**config.mk**
```make
export PLATFORM = sky130hd
export DESIGN_NAME = fire_spread_grid_step_unit
export DESIGN_NICKNAME = d
export VERILOG_FILES = /design/src/design/fsgs_pkg.sv /design/src/design/fire_spread_grid_step_unit.sv /design/src/design/fsgs_cell_store.sv /design/src/design/fsgs_window.sv
export SDC_FILE = /design/constraint.sdc
export NUM_CORES = 2
export LEC_CHECK = 0
export ABC_AREA = 1
export BUFFER_PORTS_ARGS = -buffer_cell sky130_fd_sc_hd__buf_2
export CAP_MARGIN = 0
export CORE_MARGIN = 2
export CORE_UTILIZATION = 55
export DETAILED_ROUTE_END_ITERATION = 10
export PLACE_DENSITY = 0.71
export SYNTH_ARGS = -nofsm -noshare
export SYNTH_HDL_FRONTEND = slang
export SYNTH_HIERARCHICAL = 1
export SYNTH_SLANG_ARGS = --single-unit
```
**constraint.sdc**
```tcl
create_clock -name clk -period 36.9 [get_ports clk]
set_input_delay 7.38 -clock clk [delete_from_list [all_inputs] [get_ports clk]]
set_output_delay 7.38 -clock clk [all_outputs]
set_load 0.01 [all_outputs]
```
**src/design/fsgs_pkg.sv**
```systemverilog
// Shared constants, types and helpers of the fire grid unit
`default_nettype none
package fsgs_pkg;
	localparam int GRID_SIDE = 32;
	localparam int CELLS = GRID_SIDE * GRID_SIDE;
	localparam int ADDR_W = $clog2(CELLS);
	localparam int POS_W = $clog2(GRID_SIDE);
	localparam int ISS_LAST = CELLS + GRID_SIDE - 1;
	localparam int ISS_W = $clog2(CELLS + GRID_SIDE + 1);
	localparam int CNT_W = $clog2(CELLS + 1);
	localparam int OUT_CNT_W = 11;
	localparam int COUNT_MAX = 2047;
	localparam int FIELD_POS_W = 5;
	localparam int THR_W = 11;
	localparam int SEED_W = 16;
	localparam logic [THR_W-1:0] THR_RESET = 11'd512;
	localparam logic [SEED_W-1:0] SEED_RESET = 16'd1;
	localparam logic [SEED_W-1:0] LFSR_TAPS = 16'hB400;

	localparam logic [1:0] CELL_EMPTY = 2'd0;
	localparam logic [1:0] CELL_TREE = 2'd1;
	localparam logic [1:0] CELL_FIRE = 2'd2;

	localparam logic [1:0] KIND_WRITE = 2'd0;
	localparam logic [1:0] KIND_READ = 2'd1;
	localparam logic [1:0] KIND_STEP = 2'd2;

	localparam logic [1:0] REG_THRESHOLD = 2'd0;
	localparam logic [1:0] REG_SEED = 2'd1;

	typedef enum logic [2:0] {
		ST_IDLE,
		ST_RD,
		ST_WR_RD,
		ST_WR_UP,
		ST_STEP,
		ST_DONE
	} state_t;

	typedef struct packed {
		logic rd_en;
		logic [ADDR_W-1:0] rd_addr;
		logic wr_en;
		logic [ADDR_W-1:0] wr_addr;
		logic [1:0] wr_data;
	} mem_req_t;

	typedef struct packed {
		logic [1:0] center;
		logic [1:0] up;
		logic [1:0] down;
		logic [1:0] left_n;
		logic [1:0] right_n;
	} nbr_t;

	function automatic logic [OUT_CNT_W-1:0] sat_count(input logic [CNT_W-1:0] c);
		if (32'(c) > COUNT_MAX)
			return OUT_CNT_W'(COUNT_MAX);
		return OUT_CNT_W'(c);
	endfunction
endpackage
`default_nettype wire

```
**src/design/fire_spread_grid_step_unit.sv**
```systemverilog
// Forest fire grid unit. Requests on s_*: tuser is the kind (write cell, read cell,
// step one generation), tdata the cell address and value; each request gives one
// result on m_* with the read value and the burning-cell count. A read passes
// through ST_RD and ST_DONE, a write through ST_WR_RD, ST_WR_UP and ST_DONE;
// a generation step streams the grid through the one read port of the cell
// memory one cell per cycle behind a two-row line buffer. After reset a
// clearing pass loads the start grid before the first request is taken;
// configuration writes are taken at any time.
`default_nettype none
module fire_spread_grid_step_unit import fsgs_pkg::*; (
	input wire logic clk,
	input wire logic arst_n,
	input wire logic s_tvalid,
	output logic s_tready,
	input wire logic [15:0] s_tdata,   // row[4:0], col[9:5], cell_value[11:10], zeros
	input wire logic [1:0] s_tuser,    // kind[1:0]
	output logic m_tvalid,
	input wire logic m_tready,
	output logic [15:0] m_tdata,       // read_value[1:0], burning_count[12:2], zeros
	input wire logic cfg_valid,
	output logic cfg_ready,
	input wire logic [1:0] cfg_index,
	input wire logic [15:0] cfg_data
);
	state_t state_q, state_d;
	mem_req_t req;
	logic [1:0] rdata;
	logic init_busy;
	nbr_t nbr;

	logic [1:0] kind_q, val_q;
	logic [FIELD_POS_W-1:0] row_q, col_q;
	logic in_grid;
	logic [ADDR_W-1:0] item_addr;

	logic [THR_W-1:0] thr_q;
	logic [SEED_W-1:0] lfsr_q, lfsr_nx;
	logic [CNT_W-1:0] cnt_q, step_cnt_q, step_cnt_nx;

	logic [ISS_W-1:0] iss_q;
	logic iss_v;
	logic shift_v_s1, shift_grid_s1, shift_ctr_s1, shift_last_s1;
	logic proc_v_s2, proc_ctr_s2, proc_last_s2;
	logic [POS_W-1:0] crow_q, ccol_q;
	logic [ADDR_W-1:0] caddr_q;

	logic near_fire, fire_try, ignite, proc_do;
	logic [1:0] new_val;
	logic accept, out_load;

	fsgs_cell_store u_store (
		.clk(clk), .arst_n(arst_n), .req(req), .rdata(rdata), .init_busy(init_busy)
	);

	fsgs_window u_window (
		.clk(clk), .shift_en(shift_v_s1),
		.shift_in(shift_grid_s1 ? rdata : CELL_EMPTY), .nbr(nbr)
	);

	assign s_tready = (state_q == ST_IDLE) && !init_busy;
	assign accept = s_tvalid && s_tready;
	assign cfg_ready = 1'b1;
	assign in_grid = 32'(row_q) < GRID_SIDE && 32'(col_q) < GRID_SIDE;
	assign item_addr = ADDR_W'(32'(row_q) * GRID_SIDE + 32'(col_q));
	assign iss_v = 32'(iss_q) <= ISS_LAST;

	// cell rule on the center of the line buffer
	assign near_fire = (nbr.up == CELL_FIRE && crow_q != '0) ||
		(nbr.down == CELL_FIRE && 32'(crow_q) != GRID_SIDE - 1) ||
		(nbr.left_n == CELL_FIRE && ccol_q != '0) ||
		(nbr.right_n == CELL_FIRE && 32'(ccol_q) != GRID_SIDE - 1);
	assign proc_do = proc_v_s2 && proc_ctr_s2;
	assign fire_try = proc_do && nbr.center == CELL_TREE && near_fire;
	assign lfsr_nx = lfsr_q[0] ? ((lfsr_q >> 1) ^ LFSR_TAPS) : (lfsr_q >> 1);
	assign ignite = fire_try && {1'b0, lfsr_nx[9:0]} < thr_q;
	assign new_val = ignite ? CELL_FIRE :
		(nbr.center == CELL_FIRE ? CELL_EMPTY : nbr.center);
	assign step_cnt_nx = step_cnt_q + CNT_W'(new_val == CELL_FIRE);
	assign out_load = (state_q == ST_DONE) && (!m_tvalid || m_tready);

	always_comb begin
		state_d = state_q;
		req = '0;
		unique case (state_q)
			ST_IDLE: begin
				if (accept) begin
					unique case (s_tuser)
						KIND_WRITE: state_d = ST_WR_RD;
						KIND_READ: state_d = ST_RD;
						KIND_STEP: state_d = ST_STEP;
						default: state_d = ST_DONE;
					endcase
				end
			end
			ST_RD: begin
				req.rd_en = in_grid;
				req.rd_addr = item_addr;
				state_d = ST_DONE;
			end
			ST_WR_RD: begin
				req.rd_en = in_grid;
				req.rd_addr = item_addr;
				state_d = ST_WR_UP;
			end
			ST_WR_UP: begin
				req.wr_en = in_grid;
				req.wr_addr = item_addr;
				req.wr_data = val_q;
				state_d = ST_DONE;
			end
			ST_STEP: begin
				req.rd_en = 32'(iss_q) < CELLS;
				req.rd_addr = iss_q[ADDR_W-1:0];
				req.wr_en = proc_do;
				req.wr_addr = caddr_q;
				req.wr_data = new_val;
				if (proc_v_s2 && proc_last_s2)
					state_d = ST_DONE;
			end
			ST_DONE: begin
				if (out_load)
					state_d = ST_IDLE;
			end
			default: state_d = ST_IDLE;
		endcase
	end

	always_ff @(posedge clk or negedge arst_n) begin
		if (!arst_n)
			state_q <= ST_IDLE;
		else
			state_q <= state_d;
	end

	always_ff @(posedge clk) begin
		if (accept) begin
			kind_q <= s_tuser;
			row_q <= s_tdata[4:0];
			col_q <= s_tdata[9:5];
			val_q <= s_tdata[11:10];
		end
	end

	always_ff @(posedge clk or negedge arst_n) begin
		if (!arst_n) begin
			thr_q <= THR_RESET;
			lfsr_q <= SEED_RESET;
			cnt_q <= '0;
			step_cnt_q <= '0;
			iss_q <= '0;
			shift_v_s1 <= 1'b0;
			shift_grid_s1 <= 1'b0;
			shift_ctr_s1 <= 1'b0;
			shift_last_s1 <= 1'b0;
			proc_v_s2 <= 1'b0;
			proc_ctr_s2 <= 1'b0;
			proc_last_s2 <= 1'b0;
			crow_q <= '0;
			ccol_q <= '0;
			caddr_q <= '0;
			m_tvalid <= 1'b0;
			m_tdata <= '0;
		end else begin
			if (cfg_valid) begin
				case (cfg_index)
					REG_THRESHOLD: thr_q <= cfg_data[THR_W-1:0];
					REG_SEED: lfsr_q <= (cfg_data == '0) ? SEED_RESET : cfg_data;
					default: ;
				endcase
			end
			if (accept) begin
				iss_q <= '0;
				step_cnt_q <= '0;
				crow_q <= '0;
				ccol_q <= '0;
				caddr_q <= '0;
			end else if (state_q == ST_STEP && iss_v) begin
				iss_q <= iss_q + 1'b1;
			end
			shift_v_s1 <= state_q == ST_STEP && iss_v;
			shift_grid_s1 <= 32'(iss_q) < CELLS;
			shift_ctr_s1 <= 32'(iss_q) >= GRID_SIDE;
			shift_last_s1 <= 32'(iss_q) == ISS_LAST;
			proc_v_s2 <= shift_v_s1;
			proc_ctr_s2 <= shift_ctr_s1;
			proc_last_s2 <= shift_last_s1;
			if (proc_do) begin
				step_cnt_q <= step_cnt_nx;
				caddr_q <= caddr_q + 1'b1;
				if (32'(ccol_q) == GRID_SIDE - 1) begin
					ccol_q <= '0;
					crow_q <= crow_q + 1'b1;
				end else begin
					ccol_q <= ccol_q + 1'b1;
				end
				if (proc_last_s2)
					cnt_q <= step_cnt_nx;
			end
			if (fire_try)
				lfsr_q <= lfsr_nx;
			if (state_q == ST_WR_UP && in_grid)
				cnt_q <= cnt_q + CNT_W'(val_q == CELL_FIRE) - CNT_W'(rdata == CELL_FIRE);
			if (m_tvalid && m_tready)
				m_tvalid <= 1'b0;
			if (out_load) begin
				m_tvalid <= 1'b1;
				m_tdata <= {3'b000, sat_count(cnt_q),
					(kind_q == KIND_READ && in_grid) ? rdata : CELL_EMPTY};
			end
		end
	end
endmodule
`default_nettype wire

```
**src/design/fsgs_cell_store.sv**
```systemverilog
// Cell grid memory with its clearing pass after reset
`default_nettype none
module fsgs_cell_store import fsgs_pkg::*; (
	input wire logic clk,
	input wire logic arst_n,
	input wire mem_req_t req,
	output logic [1:0] rdata,
	output logic init_busy
);
	logic [1:0] mem [CELLS];
	logic busy_q;
	logic [POS_W-1:0] irow_q, icol_q;
	logic [ADDR_W-1:0] iaddr_q;
	logic [1:0] init_val;
	logic we;
	logic [ADDR_W-1:0] waddr;
	logic [1:0] wdata;

	assign init_busy = busy_q;
	assign init_val = (32'(irow_q) == 0 || 32'(icol_q) == 0 ||
		32'(irow_q) == GRID_SIDE - 1 || 32'(icol_q) == GRID_SIDE - 1) ? CELL_EMPTY : CELL_TREE;
	assign we = busy_q ? 1'b1 : req.wr_en;
	assign waddr = busy_q ? iaddr_q : req.wr_addr;
	assign wdata = busy_q ? init_val : req.wr_data;

	always_ff @(posedge clk or negedge arst_n) begin
		if (!arst_n) begin
			busy_q <= 1'b1;
			irow_q <= '0;
			icol_q <= '0;
			iaddr_q <= '0;
		end else if (busy_q) begin
			iaddr_q <= iaddr_q + 1'b1;
			if (32'(icol_q) == GRID_SIDE - 1) begin
				icol_q <= '0;
				irow_q <= irow_q + 1'b1;
				if (32'(irow_q) == GRID_SIDE - 1)
					busy_q <= 1'b0;
			end else begin
				icol_q <= icol_q + 1'b1;
			end
		end
	end

	always_ff @(posedge clk) begin
		if (we)
			mem[waddr] <= wdata;
		if (req.rd_en && !busy_q)
			rdata <= mem[req.rd_addr];
	end
endmodule
`default_nettype wire

```
**src/design/fsgs_window.sv**
```systemverilog
// Two-row line buffer giving a cell and its four neighbors
`default_nettype none
module fsgs_window import fsgs_pkg::*; (
	input wire logic clk,
	input wire logic shift_en,
	input wire logic [1:0] shift_in,
	output nbr_t nbr
);
	logic [1:0] taps_q [2*GRID_SIDE+1];

	always_ff @(posedge clk) begin
		if (shift_en) begin
			taps_q[0] <= shift_in;
			for (int i = 1; i < 2*GRID_SIDE+1; i++)
				taps_q[i] <= taps_q[i-1];
		end
	end

	// newest tap is the cell one row below the center
	assign nbr.down = taps_q[0];
	assign nbr.right_n = taps_q[GRID_SIDE-1];
	assign nbr.center = taps_q[GRID_SIDE];
	assign nbr.left_n = taps_q[GRID_SIDE+1];
	assign nbr.up = taps_q[2*GRID_SIDE];
endmodule
`default_nettype wire

```
==> impl_metrics.toml <==
[global_routing]
grtUsageTotal = 0.275
grt_overflow_total = 0
antenna_found_initial = 1
grt_max_degree = 251
grt_pass1_wl_um = 384000
grt_pass1_vias = 65900

[cells_and_area]
fillers = 14200
syn_to_final_growth_pct = 8.28
seq_area_mm2 = 0.0690
nets = 8882
drive_above_1_share = 0.0612
multiInputGateArea_mm2 = 0.0262

[sta]
finClkSkew_ns = 0.0304
finalHoldViolCount = 0
hold_ws_ns = 0.345
rsz0062_at_grt = "false"
max_clock_freq_mhz = 106
setup_violations = 0
worst_pin_slew_ns = 1.31
min_period_ns = 9.46
tns_ns = 0
report.final.slew_viol_count = 0
relSlewSlack = 0.124
post-route-period-util = 0.256

[clock_tree]
ctsHoldBuffers = 0
post_cts_buffers = 0
path_clk_slew_ns = 0.06
cts_max_level = 4
clk_latency_ns = 0.87
cts_tree = "built"
cts_root_buf = "clkbuf_16"
cts_sinks = 2319
cts_buffers = 224
cts_buffer_depth = 3
cts_resized = 0

[setup_path]
worstPathArrival_ns = 2.08
crit_path_start_kind = "flip-flop"
path_max_fanout = 30
worstPathRequired_ns = 29.52
crit_type = "flip-flop to primary output"
cp-end-kind = "primary output"

[logic_synthesis]
syn_avg_cell_area_um2 = 10.9
ys_seq_elements = 2319
async_flop_share = 0.0539
yosysWarnings = 6
yosysSeqAreaShare = 0.698
synth_edf_count = 2194
synth_ff_type = "edfxtp_1"
synth.distinct_cells = 45
synth_area_mm2 = 0.0989
syn_inst = 9105

[flow_run]
cap_violations = 0

[route]
drt-total-wl_um = 255000
wl_per_cell_um = 22.5
vias_per_cell = 6.01
drc = 0
vias = 68100
firstDrtPassIters = 8
ant_nets = 0
first_iter_violations = 8645

[outcome]
status = "complete, no violations"

[floorplanning]
die_h_um = 428
die-area_mm2 = 0.183
fp.dieW_um = 428
row_count = 155
coreArea_mm2 = 0.179
initial_core_util = 0.554
ios = 60

[place]
gp_congestion = 0.834
io_buffers = 51
dpl.hpwl_um = 128000

[worst_hold_path]
holdCritPathClass = "flip-flop to flip-flop"

[power]
power_density_mw_per_mm2 = 75.2
ir_worst_vdd_v = 0.0000931
leakage_nw = 37.4
-- through the flow --
| step | util | setup WS (ns) | total power, mW | cell area, um^2 | std cells |
|---|---|---|---|---|---|
| floorplan | - | 6.37 | 5.40 | 98900 | 9107 |
| global placement | 0.560 | 27.87 | 5.80 | 100000 | 10900 |
| detailed placement | 0.560 | 27.87 | 5.86 | 100000 | 10900 |
| CTS | 0.600 | 27.38 | 8.05 | 107000 | 11300 |
| global route | 0.600 | 27.34 | 8.44 | 107000 | 11300 |
| finish | 0.600 | 27.44 | 8.05 | 107000 | 11300 |
-- final timing paths --
kind / startpoint / endpoint / slack, ns / depth (start not counted)
hold reg to reg: shift_ctr_s1 / proc_ctr_s2 / 0.35 / 0
min in group asynchronous: arst_n / iss_q[5] / 6.53 / 1
setup / recovery: u_store/init_busy / s_tready / 27.44 / 2
max in group asynchronous: arst_n / lfsr_q[6] / 28.90 / 2
setup reg to reg: ccol_q[1] / u_store/mem[9][0] / 29.58 / 19
hold / removal: shift_ctr_s1 / proc_ctr_s2 / 0.35 / 0
-- sequential cells by signal (all words and copies together) (netlist names), 2 cells and up --
name and cells:
iss_q 11, m_tdata 13, lfsr_q 16, col_q 5, crow_q 5, u_store/icol_q 5, caddr_q 10, step_cnt_q 11
row_q 5, u_store/iaddr_q 10, u_window/taps_q 130, val_q 2, u_store/rdata 2, u_store/mem 2048, thr_q 11, ccol_q 5
cnt_q 11, kind_q 2, state_q 3, u_store/irow_q 5
-- area by class of cell --
class                   count  area share
clock inverters           124      0.0100
inverters                 209     0.00767
diodes                      1   0.0000234
clock buffers             282      0.0554
repair buffers            152      0.0108
multi-input cells        5896       0.244
flip-flops and latches   2319       0.644
well taps                2355      0.0275
-- cell usage in the layout, fill, tap and decap left out, drive strengths merged --
| cell | Yosys | final |
|---|---|---|
| and3 | 2 | 2 |
| a21o | 3 | 3 |
| nand3 | 2146 | 2146 |
| o21ai | 88 | 88 |
| dfstp | 3 | 3 |
| xor2 | 28 | 28 |
| a21boi | 1 | 1 |
| edfxtp | 2194 | 2194 |
| o211ai | 1 | 1 |
| a22o | 2 | 2 |
| nand3b | 6 | 6 |
| buf | 493 | 152 |
| xnor2 | 9 | 9 |
| clkinvlp | 0 | 4 |
| bufinv | 0 | 16 |
| o221ai | 1 | 1 |
| a32o | 1 | 1 |
| clkinv | 0 | 101 |
| a21oi | 24 | 24 |
| nand2 | 2341 | 2341 |
| ha | 38 | 38 |
| dfrtp | 122 | 122 |
| mux2i | 1 | 1 |
| inv | 209 | 212 |
| fa | 1 | 1 |
| conb | 2 | 4 |
| nor2 | 1113 | 1113 |
| or2 | 9 | 9 |
| clkbuf | 190 | 282 |
| nor3 | 34 | 34 |
| diode | 0 | 1 |
| o22ai | 31 | 31 |
| o21bai | 2 | 2 |
| nand4 | 10 | 10 |
-- critical path, cell delays in order, from the launching register on --
cell	delay, ns
dfstp_2	0.94
nor2_2	0.11
buf_2	0.17
-- metal layers --
metal | track usage | up-vias | share of wire
li1 | - | 30900 | -
met1 | 0.370 | 33200 | 0.38
met2 | 0.446 | 3392 | 0.47
met3 | 0.0438 | 613 | 0.10
met4 | 0.116 | 0 | 0.044
met5 | 0 | - | 0
-- power breakdown --
group	leakage [nW]	total, mW	switching [mW]	internal, mW
Combinational	12.2	2.62	1.95	0.669
Sequential	21.8	3.23	0.0396	3.19
Clock	3.43	2.20	0.959	1.24
-- cell usage after synthesis, types with 3 or more instances --
cell	count	area, um^2
nor2_2	9	56.3
nand3b_1	6	45.0
nor3_1	32	160
buf_2	340	1700
buf_4	63	473
dfrtp_1	122	3050
a21oi_1	24	120
nor2_1	1101	4130
nand4_1	10	62.6
nand2_1	2335	8760
nand3_1	2144	10700
xnor2_1	9	78.8
nand2_2	6	37.5
buf_6	11	124
or2_2	6	37.5
o21ai_1	5	25.0
clkbuf_1	189	709
inv_1	191	717
nor2_4	3	33.8
xor2_1	28	245
buf_1	79	297
o22ai_1	31	194
o21ai_2	4	35.0
o21ai_0	79	395
a21o_1	3	22.5
edfxtp_1	2194	65900
dfstp_2	3	78.8
ha_1	38	475
inv_2	17	63.8
-- cells by family (layout without fill, tap and decap cells) --
| logic type | count (synthesis) | count (layout) | synth area share |
|---|---|---|---|
| xor gates and xnor gates | 37 | 37 | 0.00328 |
| AOI/OAI and AO/OA | 154 | 154 | 0.00868 |
| muxes | 1 | 1 | 0.000101 |
| adders and majority gates | 39 | 39 | 0.00501 |
| and+or+nand+nor | 5661 | 5661 | 0.244 |
| DFF | 2319 | 2319 | 0.698 |
| buffers and inverters | 892 | 767 | 0.0414 |
| other | 2 | 5 | 0.0000759 |
Power figures use the tool's default switching activity.
